`config.mk`:
```
export PLATFORM = sky130hd
export DESIGN_NAME = framed_byte_deframer_crc8
export DESIGN_NICKNAME = d
export VERILOG_FILES = /design/src/sv/dfr_pkg.sv /design/src/sv/dfr_front.sv /design/src/sv/dfr_queue.sv /design/src/sv/dfr_back.sv /design/src/sv/framed_byte_deframer_crc8.sv
export SDC_FILE = /design/constraint.sdc
export NUM_CORES = 1
export LEC_CHECK = 0
export ABC_AREA = 1
export BUFFER_PORTS_ARGS = -buffer_cell sky130_fd_sc_hd__buf_2
export CAP_MARGIN = 20
export CORE_UTILIZATION = 36
export CTS_CLUSTER_DIAMETER = 40
export DETAILED_ROUTE_END_ITERATION = 12
export PLACE_DENSITY_LB_ADDON = 0.15
export RECOVER_POWER = 50
export SYNTH_ARGS = -nofsm -noshare
export SYNTH_HDL_FRONTEND = slang
export SYNTH_SLANG_ARGS = --single-unit
```
`constraint.sdc`:
```
create_clock -name clk -period 9.4 [get_ports clk]
set_input_delay 0 -clock clk [delete_from_list [all_inputs] [get_ports clk]]
set_output_delay 0 -clock clk [all_outputs]
set_load 0.01 [all_outputs]
```
`src/sv/dfr_pkg.sv`:
```
package dfr_pkg;

  // Default payload capacity of one frame.
  localparam int MAX_PAYLOAD_DEF = 32;

  // CRC-8 generator polynomial, MSB first.
  localparam logic [7:0] CRC_POLY = 8'h07;

  // Reset values of the frame delimiter registers.
  localparam logic [7:0] START_BYTE_RST = 8'h02;
  localparam logic [7:0] END_BYTE_RST   = 8'h03;

  // Configuration register indexes.
  localparam int CFG_IDX_W = 1;
  localparam logic [CFG_IDX_W-1:0] CFG_START_BYTE = 1'b0;
  localparam logic [CFG_IDX_W-1:0] CFG_END_BYTE   = 1'b1;

  // Result status codes.
  typedef enum logic [1:0] {
    ST_INCOMPLETE = 2'd0,
    ST_READY      = 2'd1,
    ST_ERROR      = 2'd2
  } status_t;

  // One entry of the queue between the parser and the readout.
  typedef struct packed {
    status_t     status;
    logic [7:0]  command;
    logic [5:0]  length;
  } desc_t;

  // One byte of CRC-8, no reflection and no final xor.
  function automatic logic [7:0] crc8_step(input logic [7:0] acc, input logic [7:0] b);
    logic [7:0] c;
    c = acc ^ b;
    for (int k = 0; k < 8; k++) begin
      if (c[7]) begin
        c = {c[6:0], 1'b0} ^ CRC_POLY;
      end else begin
        c = {c[6:0], 1'b0};
      end
    end
    return c;
  endfunction

endpackage

```
`src/sv/dfr_front.sv`:
```
module dfr_front #(
  parameter int MAX_PAYLOAD = dfr_pkg::MAX_PAYLOAD_DEF,
  parameter int AW = 5
) (
  input  logic            clk,
  input  logic            rst_n,
  input  logic [7:0]      start_byte,
  input  logic [7:0]      end_byte,
  input  logic            byte_en,
  input  logic [7:0]      rx_byte,
  output dfr_pkg::desc_t  desc,
  output logic            wr_en,
  output logic [AW-1:0]   wr_addr,
  output logic [7:0]      wr_data,
  output logic            frame_set
);

  typedef enum logic [5:0] {
    PH_WAIT    = 6'b000001,
    PH_LENGTH  = 6'b000010,
    PH_COMMAND = 6'b000100,
    PH_PAYLOAD = 6'b001000,
    PH_CRC     = 6'b010000,
    PH_END     = 6'b100000
  } phase_t;

  phase_t      phase_r, phase_nxt;
  logic [5:0]  len_r, len_nxt;
  logic [7:0]  cmd_r, cmd_nxt;
  logic [5:0]  cnt_r, cnt_nxt;
  logic [7:0]  crc_r, crc_nxt;
  logic [7:0]  got_r, got_nxt;
  logic [5:0]  cnt_inc;
  logic [7:0]  crc_upd;

  assign cnt_inc = cnt_r + 6'd1;
  assign crc_upd = dfr_pkg::crc8_step(crc_r, rx_byte);

  assign wr_addr = cnt_r[AW-1:0];
  assign wr_data = rx_byte;

  // Parse one byte and classify it into a queue entry.
  always_comb begin
    phase_nxt = phase_r;
    len_nxt   = len_r;
    cmd_nxt   = cmd_r;
    cnt_nxt   = cnt_r;
    crc_nxt   = crc_r;
    got_nxt   = got_r;
    desc      = '{status: dfr_pkg::ST_INCOMPLETE, command: 8'd0, length: 6'd0};
    wr_en     = 1'b0;
    frame_set = 1'b0;
    unique case (phase_r)
      PH_WAIT: begin
        if (rx_byte == start_byte) begin
          phase_nxt = PH_LENGTH;
        end
      end
      PH_LENGTH: begin
        if (rx_byte > 8'(MAX_PAYLOAD)) begin
          desc.status = dfr_pkg::ST_ERROR;
          phase_nxt   = PH_WAIT;
          len_nxt     = 6'd0;
          cmd_nxt     = 8'd0;
          cnt_nxt     = 6'd0;
          crc_nxt     = 8'd0;
          got_nxt     = 8'd0;
        end else begin
          len_nxt   = rx_byte[5:0];
          cnt_nxt   = 6'd0;
          crc_nxt   = dfr_pkg::crc8_step(8'd0, rx_byte);
          phase_nxt = PH_COMMAND;
        end
      end
      PH_COMMAND: begin
        cmd_nxt   = rx_byte;
        crc_nxt   = crc_upd;
        phase_nxt = (len_r == 6'd0) ? PH_CRC : PH_PAYLOAD;
      end
      PH_PAYLOAD: begin
        wr_en   = (cnt_r < 6'(MAX_PAYLOAD));
        cnt_nxt = cnt_inc;
        crc_nxt = crc_upd;
        if (cnt_inc >= len_r) begin
          phase_nxt = PH_CRC;
        end
      end
      PH_CRC: begin
        got_nxt   = rx_byte;
        phase_nxt = PH_END;
      end
      PH_END: begin
        if (rx_byte == end_byte && got_r == crc_r) begin
          desc      = '{status: dfr_pkg::ST_READY, command: cmd_r, length: len_r};
          frame_set = (len_r != 6'd0);
          phase_nxt = PH_WAIT;
        end else begin
          desc.status = dfr_pkg::ST_ERROR;
          phase_nxt   = (rx_byte == start_byte) ? PH_LENGTH : PH_WAIT;
        end
        len_nxt = 6'd0;
        cmd_nxt = 8'd0;
        cnt_nxt = 6'd0;
        crc_nxt = 8'd0;
        got_nxt = 8'd0;
      end
      default: begin
        desc.status = dfr_pkg::ST_ERROR;
        phase_nxt   = PH_WAIT;
        len_nxt     = 6'd0;
        cmd_nxt     = 8'd0;
        cnt_nxt     = 6'd0;
        crc_nxt     = 8'd0;
        got_nxt     = 8'd0;
      end
    endcase
  end

  // Parser state advances once per transfer.
  always_ff @(posedge clk) begin
    if (!rst_n) begin
      phase_r <= PH_WAIT;
      len_r   <= 6'd0;
      cmd_r   <= 8'd0;
      cnt_r   <= 6'd0;
      crc_r   <= 8'd0;
      got_r   <= 8'd0;
    end else if (byte_en) begin
      phase_r <= phase_nxt;
      len_r   <= len_nxt;
      cmd_r   <= cmd_nxt;
      cnt_r   <= cnt_nxt;
      crc_r   <= crc_nxt;
      got_r   <= got_nxt;
    end
  end

endmodule

```
`src/sv/dfr_queue.sv`:
```
module dfr_queue (
  input  logic            clk,
  input  logic            rst_n,
  input  logic            push,
  input  dfr_pkg::desc_t  push_desc,
  input  logic            pop,
  output logic            full,
  output logic            not_empty,
  output dfr_pkg::desc_t  head
);

  dfr_pkg::desc_t  entry_r [2];
  logic            wr_ptr_r;
  logic            rd_ptr_r;
  logic [1:0]      count_r;

  assign full      = (count_r == 2'd2);
  assign not_empty = (count_r != 2'd0);
  assign head      = entry_r[rd_ptr_r];

  // Two-entry circular buffer of descriptors.
  always_ff @(posedge clk) begin
    if (!rst_n) begin
      wr_ptr_r <= 1'b0;
      rd_ptr_r <= 1'b0;
      count_r  <= 2'd0;
    end else begin
      if (push) begin
        wr_ptr_r <= ~wr_ptr_r;
      end
      if (pop) begin
        rd_ptr_r <= ~rd_ptr_r;
      end
      if (push && !pop) begin
        count_r <= count_r + 2'd1;
      end else if (pop && !push) begin
        count_r <= count_r - 2'd1;
      end
    end
  end

  // Descriptor storage needs no reset.
  always_ff @(posedge clk) begin
    if (push) begin
      entry_r[wr_ptr_r] <= push_desc;
    end
  end

endmodule

```
`src/sv/dfr_back.sv`:
```
module dfr_back #(
  parameter int MAX_PAYLOAD = dfr_pkg::MAX_PAYLOAD_DEF,
  parameter int AW = 5
) (
  input  logic            clk,
  input  logic            rst_n,
  input  logic            wr_en,
  input  logic [AW-1:0]   wr_addr,
  input  logic [7:0]      wr_data,
  input  logic            q_not_empty,
  input  dfr_pkg::desc_t  q_head,
  output logic            q_pop,
  output logic            frame_done,
  output logic            out_valid,
  input  logic            out_stall,
  output logic [1:0]      out_status,
  output logic [7:0]      out_command,
  output logic [5:0]      out_payload_len,
  output logic [7:0]      out_payload_byte,
  output logic [4:0]      out_byte_index,
  output logic            out_last
);

  typedef enum logic [2:0] {
    B_IDLE  = 3'b001,
    B_FETCH = 3'b010,
    B_EMIT  = 3'b100
  } bstate_t;

  bstate_t     state_r, state_nxt;
  logic [7:0]  mem [MAX_PAYLOAD];
  logic [7:0]  rdata_r;
  logic [5:0]  idx_r, idx_nxt;
  logic [7:0]  cmd_r, cmd_nxt;
  logic [5:0]  len_r, len_nxt;
  logic        out_valid_r, out_valid_nxt;
  logic        out_free;
  logic        out_load;
  logic        is_frame;
  logic        is_last;
  logic [1:0]  status_r, status_nxt;
  logic [7:0]  command_r, command_nxt;
  logic [5:0]  flen_r, flen_nxt;
  logic [7:0]  pbyte_r, pbyte_nxt;
  logic [4:0]  bidx_r, bidx_nxt;
  logic        last_r, last_nxt;

  assign out_free = !out_valid_r || !out_stall;
  assign is_frame = (q_head.status == dfr_pkg::ST_READY) && (q_head.length != 6'd0);
  assign is_last  = ((idx_r + 6'd1) == len_r);

  // Payload memory: written by the parser, read one entry per cycle.
  always_ff @(posedge clk) begin
    if (wr_en) begin
      mem[wr_addr] <= wr_data;
    end
    rdata_r <= mem[idx_r[AW-1:0]];
  end

  // Readout sequencer and output register loading.
  always_comb begin
    state_nxt     = state_r;
    idx_nxt       = idx_r;
    cmd_nxt       = cmd_r;
    len_nxt       = len_r;
    q_pop         = 1'b0;
    frame_done    = 1'b0;
    out_load      = 1'b0;
    status_nxt    = status_r;
    command_nxt   = command_r;
    flen_nxt      = flen_r;
    pbyte_nxt     = pbyte_r;
    bidx_nxt      = bidx_r;
    last_nxt      = last_r;
    unique case (state_r)
      B_IDLE: begin
        if (q_not_empty && is_frame) begin
          q_pop     = 1'b1;
          cmd_nxt   = q_head.command;
          len_nxt   = q_head.length;
          idx_nxt   = 6'd0;
          state_nxt = B_FETCH;
        end else if (q_not_empty && out_free) begin
          q_pop       = 1'b1;
          out_load    = 1'b1;
          status_nxt  = q_head.status;
          command_nxt = q_head.command;
          flen_nxt    = 6'd0;
          pbyte_nxt   = 8'd0;
          bidx_nxt    = 5'd0;
          last_nxt    = 1'b1;
        end
      end
      B_FETCH: begin
        state_nxt = B_EMIT;
      end
      B_EMIT: begin
        if (out_free) begin
          out_load    = 1'b1;
          status_nxt  = dfr_pkg::ST_READY;
          command_nxt = cmd_r;
          flen_nxt    = len_r;
          pbyte_nxt   = rdata_r;
          bidx_nxt    = idx_r[4:0];
          last_nxt    = is_last;
          if (is_last) begin
            frame_done = 1'b1;
            state_nxt  = B_IDLE;
          end else begin
            idx_nxt   = idx_r + 6'd1;
            state_nxt = B_FETCH;
          end
        end
      end
      default: begin
        state_nxt = B_IDLE;
      end
    endcase
    out_valid_nxt = out_load ? 1'b1 : (out_stall ? out_valid_r : 1'b0);
  end

  // Control registers.
  always_ff @(posedge clk) begin
    if (!rst_n) begin
      state_r     <= B_IDLE;
      out_valid_r <= 1'b0;
    end else begin
      state_r     <= state_nxt;
      out_valid_r <= out_valid_nxt;
    end
  end

  // Frame context and output payload registers.
  always_ff @(posedge clk) begin
    idx_r     <= idx_nxt;
    cmd_r     <= cmd_nxt;
    len_r     <= len_nxt;
    status_r  <= status_nxt;
    command_r <= command_nxt;
    flen_r    <= flen_nxt;
    pbyte_r   <= pbyte_nxt;
    bidx_r    <= bidx_nxt;
    last_r    <= last_nxt;
  end

  assign out_valid        = out_valid_r;
  assign out_status       = status_r;
  assign out_command      = command_r;
  assign out_payload_len  = flen_r;
  assign out_payload_byte = pbyte_r;
  assign out_byte_index   = bidx_r;
  assign out_last         = last_r;

endmodule

```
`src/sv/framed_byte_deframer_crc8.sv`:
```
// A byte's status result goes into the two-entry queue, then into the output register.
// One byte is taken per cycle while the queue has room and no frame is pending readout.
// A good frame with a payload is read out byte by byte through the payload memory port;
// input stalls from the end byte's transfer until the frame's last result is registered.
// Reset (synchronous, rst_n low) returns the parser to waiting for the start byte, empties
// the queue and the output register, and sets the start and end bytes to 2 and 3.
module framed_byte_deframer_crc8 #(
  parameter int MAX_PAYLOAD = dfr_pkg::MAX_PAYLOAD_DEF
) (
  input  logic                          clk,
  input  logic                          rst_n,
  input  logic                          cfg_we,
  input  logic [dfr_pkg::CFG_IDX_W-1:0] cfg_index,
  input  logic [7:0]                    cfg_data,
  input  logic                          in_valid,
  output logic                          in_stall,
  input  logic [7:0]                    in_rx_byte,
  output logic                          out_valid,
  input  logic                          out_stall,
  output logic [1:0]                    out_status,
  output logic [7:0]                    out_command,
  output logic [5:0]                    out_payload_len,
  output logic [7:0]                    out_payload_byte,
  output logic [4:0]                    out_byte_index,
  output logic                          out_last
);

  localparam int AW = (MAX_PAYLOAD > 1) ? $clog2(MAX_PAYLOAD) : 1;

  logic            in_xfer;
  logic [7:0]      start_byte_r;
  logic [7:0]      end_byte_r;
  logic            pending_r;
  dfr_pkg::desc_t  desc;
  logic            wr_en;
  logic [AW-1:0]   wr_addr;
  logic [7:0]      wr_data;
  logic            frame_set;
  logic            frame_done;
  logic            q_full;
  logic            q_not_empty;
  logic            q_pop;
  dfr_pkg::desc_t  q_head;

  // Hold input while the queue is full or a frame still occupies the payload memory.
  assign in_stall = q_full || pending_r;
  assign in_xfer  = in_valid && !in_stall;

  // Delimiter configuration registers.
  always_ff @(posedge clk) begin
    if (!rst_n) begin
      start_byte_r <= dfr_pkg::START_BYTE_RST;
      end_byte_r   <= dfr_pkg::END_BYTE_RST;
    end else if (cfg_we) begin
      unique case (cfg_index)
        dfr_pkg::CFG_START_BYTE: start_byte_r <= cfg_data;
        dfr_pkg::CFG_END_BYTE:   end_byte_r   <= cfg_data;
        default: ;
      endcase
    end
  end

  // Frame readout in progress flag.
  always_ff @(posedge clk) begin
    if (!rst_n) begin
      pending_r <= 1'b0;
    end else if (in_xfer && frame_set) begin
      pending_r <= 1'b1;
    end else if (frame_done) begin
      pending_r <= 1'b0;
    end
  end

  dfr_front #(
    .MAX_PAYLOAD (MAX_PAYLOAD),
    .AW          (AW)
  ) u_front (
    .clk        (clk),
    .rst_n      (rst_n),
    .start_byte (start_byte_r),
    .end_byte   (end_byte_r),
    .byte_en    (in_xfer),
    .rx_byte    (in_rx_byte),
    .desc       (desc),
    .wr_en      (wr_en),
    .wr_addr    (wr_addr),
    .wr_data    (wr_data),
    .frame_set  (frame_set)
  );

  dfr_queue u_queue (
    .clk       (clk),
    .rst_n     (rst_n),
    .push      (in_xfer),
    .push_desc (desc),
    .pop       (q_pop),
    .full      (q_full),
    .not_empty (q_not_empty),
    .head      (q_head)
  );

  dfr_back #(
    .MAX_PAYLOAD (MAX_PAYLOAD),
    .AW          (AW)
  ) u_back (
    .clk              (clk),
    .rst_n            (rst_n),
    .wr_en            (wr_en && in_xfer),
    .wr_addr          (wr_addr),
    .wr_data          (wr_data),
    .q_not_empty      (q_not_empty),
    .q_head           (q_head),
    .q_pop            (q_pop),
    .frame_done       (frame_done),
    .out_valid        (out_valid),
    .out_stall        (out_stall),
    .out_status       (out_status),
    .out_command      (out_command),
    .out_payload_len  (out_payload_len),
    .out_payload_byte (out_payload_byte),
    .out_byte_index   (out_byte_index),
    .out_last         (out_last)
  );

endmodule

```
==> qor.txt <==
======================================================================================================
Worst setup slack for register-to-register paths                                               5.77 ns
Post-CTS resize count                                                                                0
Number of different library cells in the post-synthesis netlist                                     42
Final hold vios                                                                                      0
Global routing usage summed across all routing layers                                            18.7%
Synth warn                                                                                           0
Post-DRT Antenna Nets                                                                                0
Post-route setup TNS                                                                              0 ns
Setup Crit Path Kind                                                                         in -> reg
Number of DRC violations after detailed-routing iteration 0                                      1,090
Core utilization of the finished layout                                                          43.6%
Number of nets in the finished design                                                            1,768
Headroom to the max-slew limit                                                                  -83.5%
Final std cells w/o fill                                                                         2,401
Inserted Clock Buffers                                                                              69
Transition at the pin with the smallest max-transition slack                                   2.75 ns
Pre-CTS setup slack                                                                            5.80 ns
Root Buffer                                                                                  clkbuf_16
Number of pins with negative max-slew slack in the final report                                    333
Die extent in y                                                                            223 microns
Placed cell count                                                                                2,254
Startpoint of the lowest-slack register-to-register path                                  u_back.idx_r[0]$_SDFFCE_PN0P_
Commonest cells after routing, fill and taps aside                                        338 x edfxtp_1, 291 x nor2_1, 258 x nand2_1
Start point of the worst min-delay path                                                    cfg_data[0]
Final worst setup slack                                                                        5.68 ns
Latest clock arrival within the worst-skew pair                                                0.60 ns
Sequential-to-total area share from yosys stat                                                   66.3%
Worst min path class                                                                         in -> reg
Via count of the first global-routing pass                                                      12,017
Post-Synthesis Mean Instance Area                                                           10.7 sq um
Effective utilization at floorplan                                                               36.7%
Area of the die                                                                           49,800 sq um
Per-cell routed wire length                                                               19.2 microns
Overall die width                                                                          223 microns
Number of rows created at floorplan                                                                 80
# diodes                                                                                             0
Total routed wirelength                                                                        46.2 mm
H-tree depth                                                                                         3
Total vias in the final route                                                                   12,219
Max Cap Violations                                                                                   8
Unrepaired setup endpoints after global routing                                                     no
Clk sink count                                                                                     414
Initial antenna violation count                                                                      1
Leakage power of the design                                                                    7.57 nW
Pin count of the biggest net entering global routing                                                78
Via count normalized by instance count                                                            5.09
Violated checks                                                                           max-capacitance violations, max-slew violations
Worst path most repeated cell                                                                  nand3_1
Worst supply voltage drop on vdd                                                              0.142 mV
Endpoint required time on the critical path                                                    9.89 ns
Layout-stage area growth over the synthesis result                                               18.6%
Pre-Repair DR Iteration Count                                                                        5
Placed wire-length estimate                                                                    27.8 mm
Share of the cycle needed by the critical path after routing                                     39.6%
Fill cells                                                                                       4,537
First-pass GRT wire length                                                                     70.4 mm
Tmin final                                                                                     3.72 ns
Kind of capture point of the worst setup path                                                flip-flop
Worst hold path depth                                                                                4
Worst Setup Start Kind                                                                      input port
Count of pins on the block boundary                                                                 54
Clock transition at the register clock pins on the worst setup and hold paths after CTS        0.05 ns
Remaining routing DRC violations                                                                     0
Crit-path max cell delay                                                                       1.82 ns
Area taken by multi-input logic gates                                                       5170 sq um
Number of instances in the synthesized netlist                                                   1,647
Power per Cell Area                                                                        309 nW/um^2
Synthesis-stage register bit count                                                                 414
RD Place Congestion                                                                              0.815
Fmax achieved                                                                                  269 MHz
Skew final                                                                                   0.0323 ns
Area used by sequential logic in the layout                                               11,700 sq um
Finished Cell Area                                                                        20,900 sq um
Largest driver fanout on the critical path                                                          40
Cell Chain, Critical Path                                                                 buf_2 -> clkbuf_1 -> inv_1 -> ha_1 -> nand3_1 -> o21ai_0 -> nand3_1 -> nand2_1 -> inv_1 -> nand3_1 -> a21oi_1
Final setup violation count                                                                          0
Total standard cell area after synthesis                                                  17,600 sq um
Most common cell after layout, fill and taps aside                                            edfxtp_1
Outcome                                                                                   finished with violations
CTS tree                                                                                          done
Slowest stage cell on the critical path                                                       clkbuf_1
Worst reg2reg endpoint                                                                    u_back.idx_r[2]$_SDFFCE_PN0P_
Worst-case clock buffer depth                                                                        3
Critical path data arrival time                                                                4.21 ns
Worst min-delay path endpoint                                                             end_byte_r[0]$_SDFFE_PN1P_
Grt ovf                                                                                              0
Number of buffers added on ports                                                                    53
Syn Nets                                                                                         1,684
Post-DP Area                                                                              18,400 sq um
Core region area                                                                          47,900 sq um
Fraction of layout instances using a drive strength above 1                                      10.2%
Worst reg-to-reg path cell count                                                                    12
======================================================================================================
## cells by family after synthesis
logic type	Yosys count	synth area share, %
AO/OA/AOI/OAI	331	10.6
XOR/XNOR	44	2.19
adder cells (fa/ha/maj)	15	1.07
buffers and inverters	187	4.33
flip-flops	414	66.3
multiplexers	8	0.512
AND/OR/NAND/NOR	648	15.0
## cell type report
class / instances / area share, %
Clock buffer: 79 / 8.59
Clock inverter: 47 / 2.53
Inverter: 108 / 1.95
Multi-Input combinational cell: 1046 / 24.8
Sequential cell: 414 / 55.9
Tap cell: 615 / 3.69
Timing Repair Buffer: 92 / 2.58
## flip-flops by register name, summed over array words and instances, names as in the netlist, 8 cells and up, named ones only
| name | cells |
|---|---|
| end_byte_r | 8 |
| u_back.out_command | 8 |
| u_queue.entry_r | 32 |
| u_front.got_r | 8 |
| u_back.cmd_r | 8 |
| u_back.out_payload_byte | 8 |
| u_back.mem | 256 |
| start_byte_r | 8 |
| u_front.crc_r | 8 |
| u_front.cmd_r | 8 |
| u_back.rdata_r | 8 |
## metrics by stage
stage / power [mW] / hold slack (ns)
floorplan: 3.44 / 0.0989
global placement: 3.99 / 0.232
detailed placement: 4.00 / 0.237
CTS: 6.53 / 0.0148
global route: 6.77 / 0.211
finish: 6.45 / 0.202
## cell usage after synthesis, drive strengths merged
master / n / area share, %
clkbuf: 50 / 1.1
ha: 15 / 1.1
nor3: 14 / 0.49
o22ai: 70 / 2.5
o211ai: 1 / 0.043
mux2: 8 / 0.51
clkinv: 3 / 0.064
buf: 29 / 0.97
a211oi: 12 / 0.68
inv: 105 / 2.2
a31oi: 1 / 0.036
or2: 1 / 0.036
o41ai: 8 / 0.40
nand4: 6 / 0.25
edfxtp: 338 / 58
nand2: 265 / 5.8
xnor2: 10 / 0.50
o21bai: 1 / 0.043
a21oi: 69 / 2.1
nor2: 298 / 6.5
o21ai: 169 / 4.8
dfxtp: 76 / 8.6
nor4: 3 / 0.14
nand3: 61 / 1.8
xor2: 34 / 1.7
## how the worst max path moves through the flow
stage / start / end / slack [ns] / depth (start not counted)
finish: in_rx_byte[4] / u_front.got_r[5]$_SDFFE_PN0P_ / 5.68 / 11
global placement: u_back.idx_r[0]$_SDFFCE_PN0P_ / u_back.idx_r[0]$_SDFFCE_PN0P_ / 5.87 / 12
floorplan: flip-flop / u_back.out_byte_index[0]$_SDFFCE_PN0P_ / 6.46 / 7
global route: in_rx_byte[4] / u_front.got_r[2]$_SDFFE_PN0P_ / 5.17 / 11
CTS: u_back.idx_r[0]$_SDFFCE_PN0P_ / u_back.idx_r[2]$_SDFFCE_PN0P_ / 5.78 / 12
detailed placement: u_back.idx_r[0]$_SDFFCE_PN0P_ / u_back.idx_r[0]$_SDFFCE_PN0P_ / 5.80 / 10
## where the power goes
group	switching, mW	internal (mW)	total (mW)
logic	1.18	0.464	1.64
clock network	0.934	1.57	2.50
registers	0.0957	2.20	2.30
total	2.21	4.24	6.45
## critical path, delay by kind of cell
kind	cells	cell delay, ns
and+or+nand+nor	4	1.00
adders and majority gates	1	0.34
buffers and inverters	4	2.45
AOI/OAI and AO/OA	2	0.37
## timing repair
action / in CTS / in global routing
hold endpoints to repair: 28 / 0
hold buffers: 21 / 0
setup buffers: 0 / 0
## metal layers
metal	part of all wire, %	vias to the layer above	GRT usage, %	routed length [microns]
met2	47	298	30.3	21800
met4	3.0	0	7.10	1370
li1	-	5910	-	-
met1	45	5915	24.6	20600
met3	5.2	96	4.07	2410
met5	0	-	0	0
Note: power is estimated with default switching activity, not from simulation.
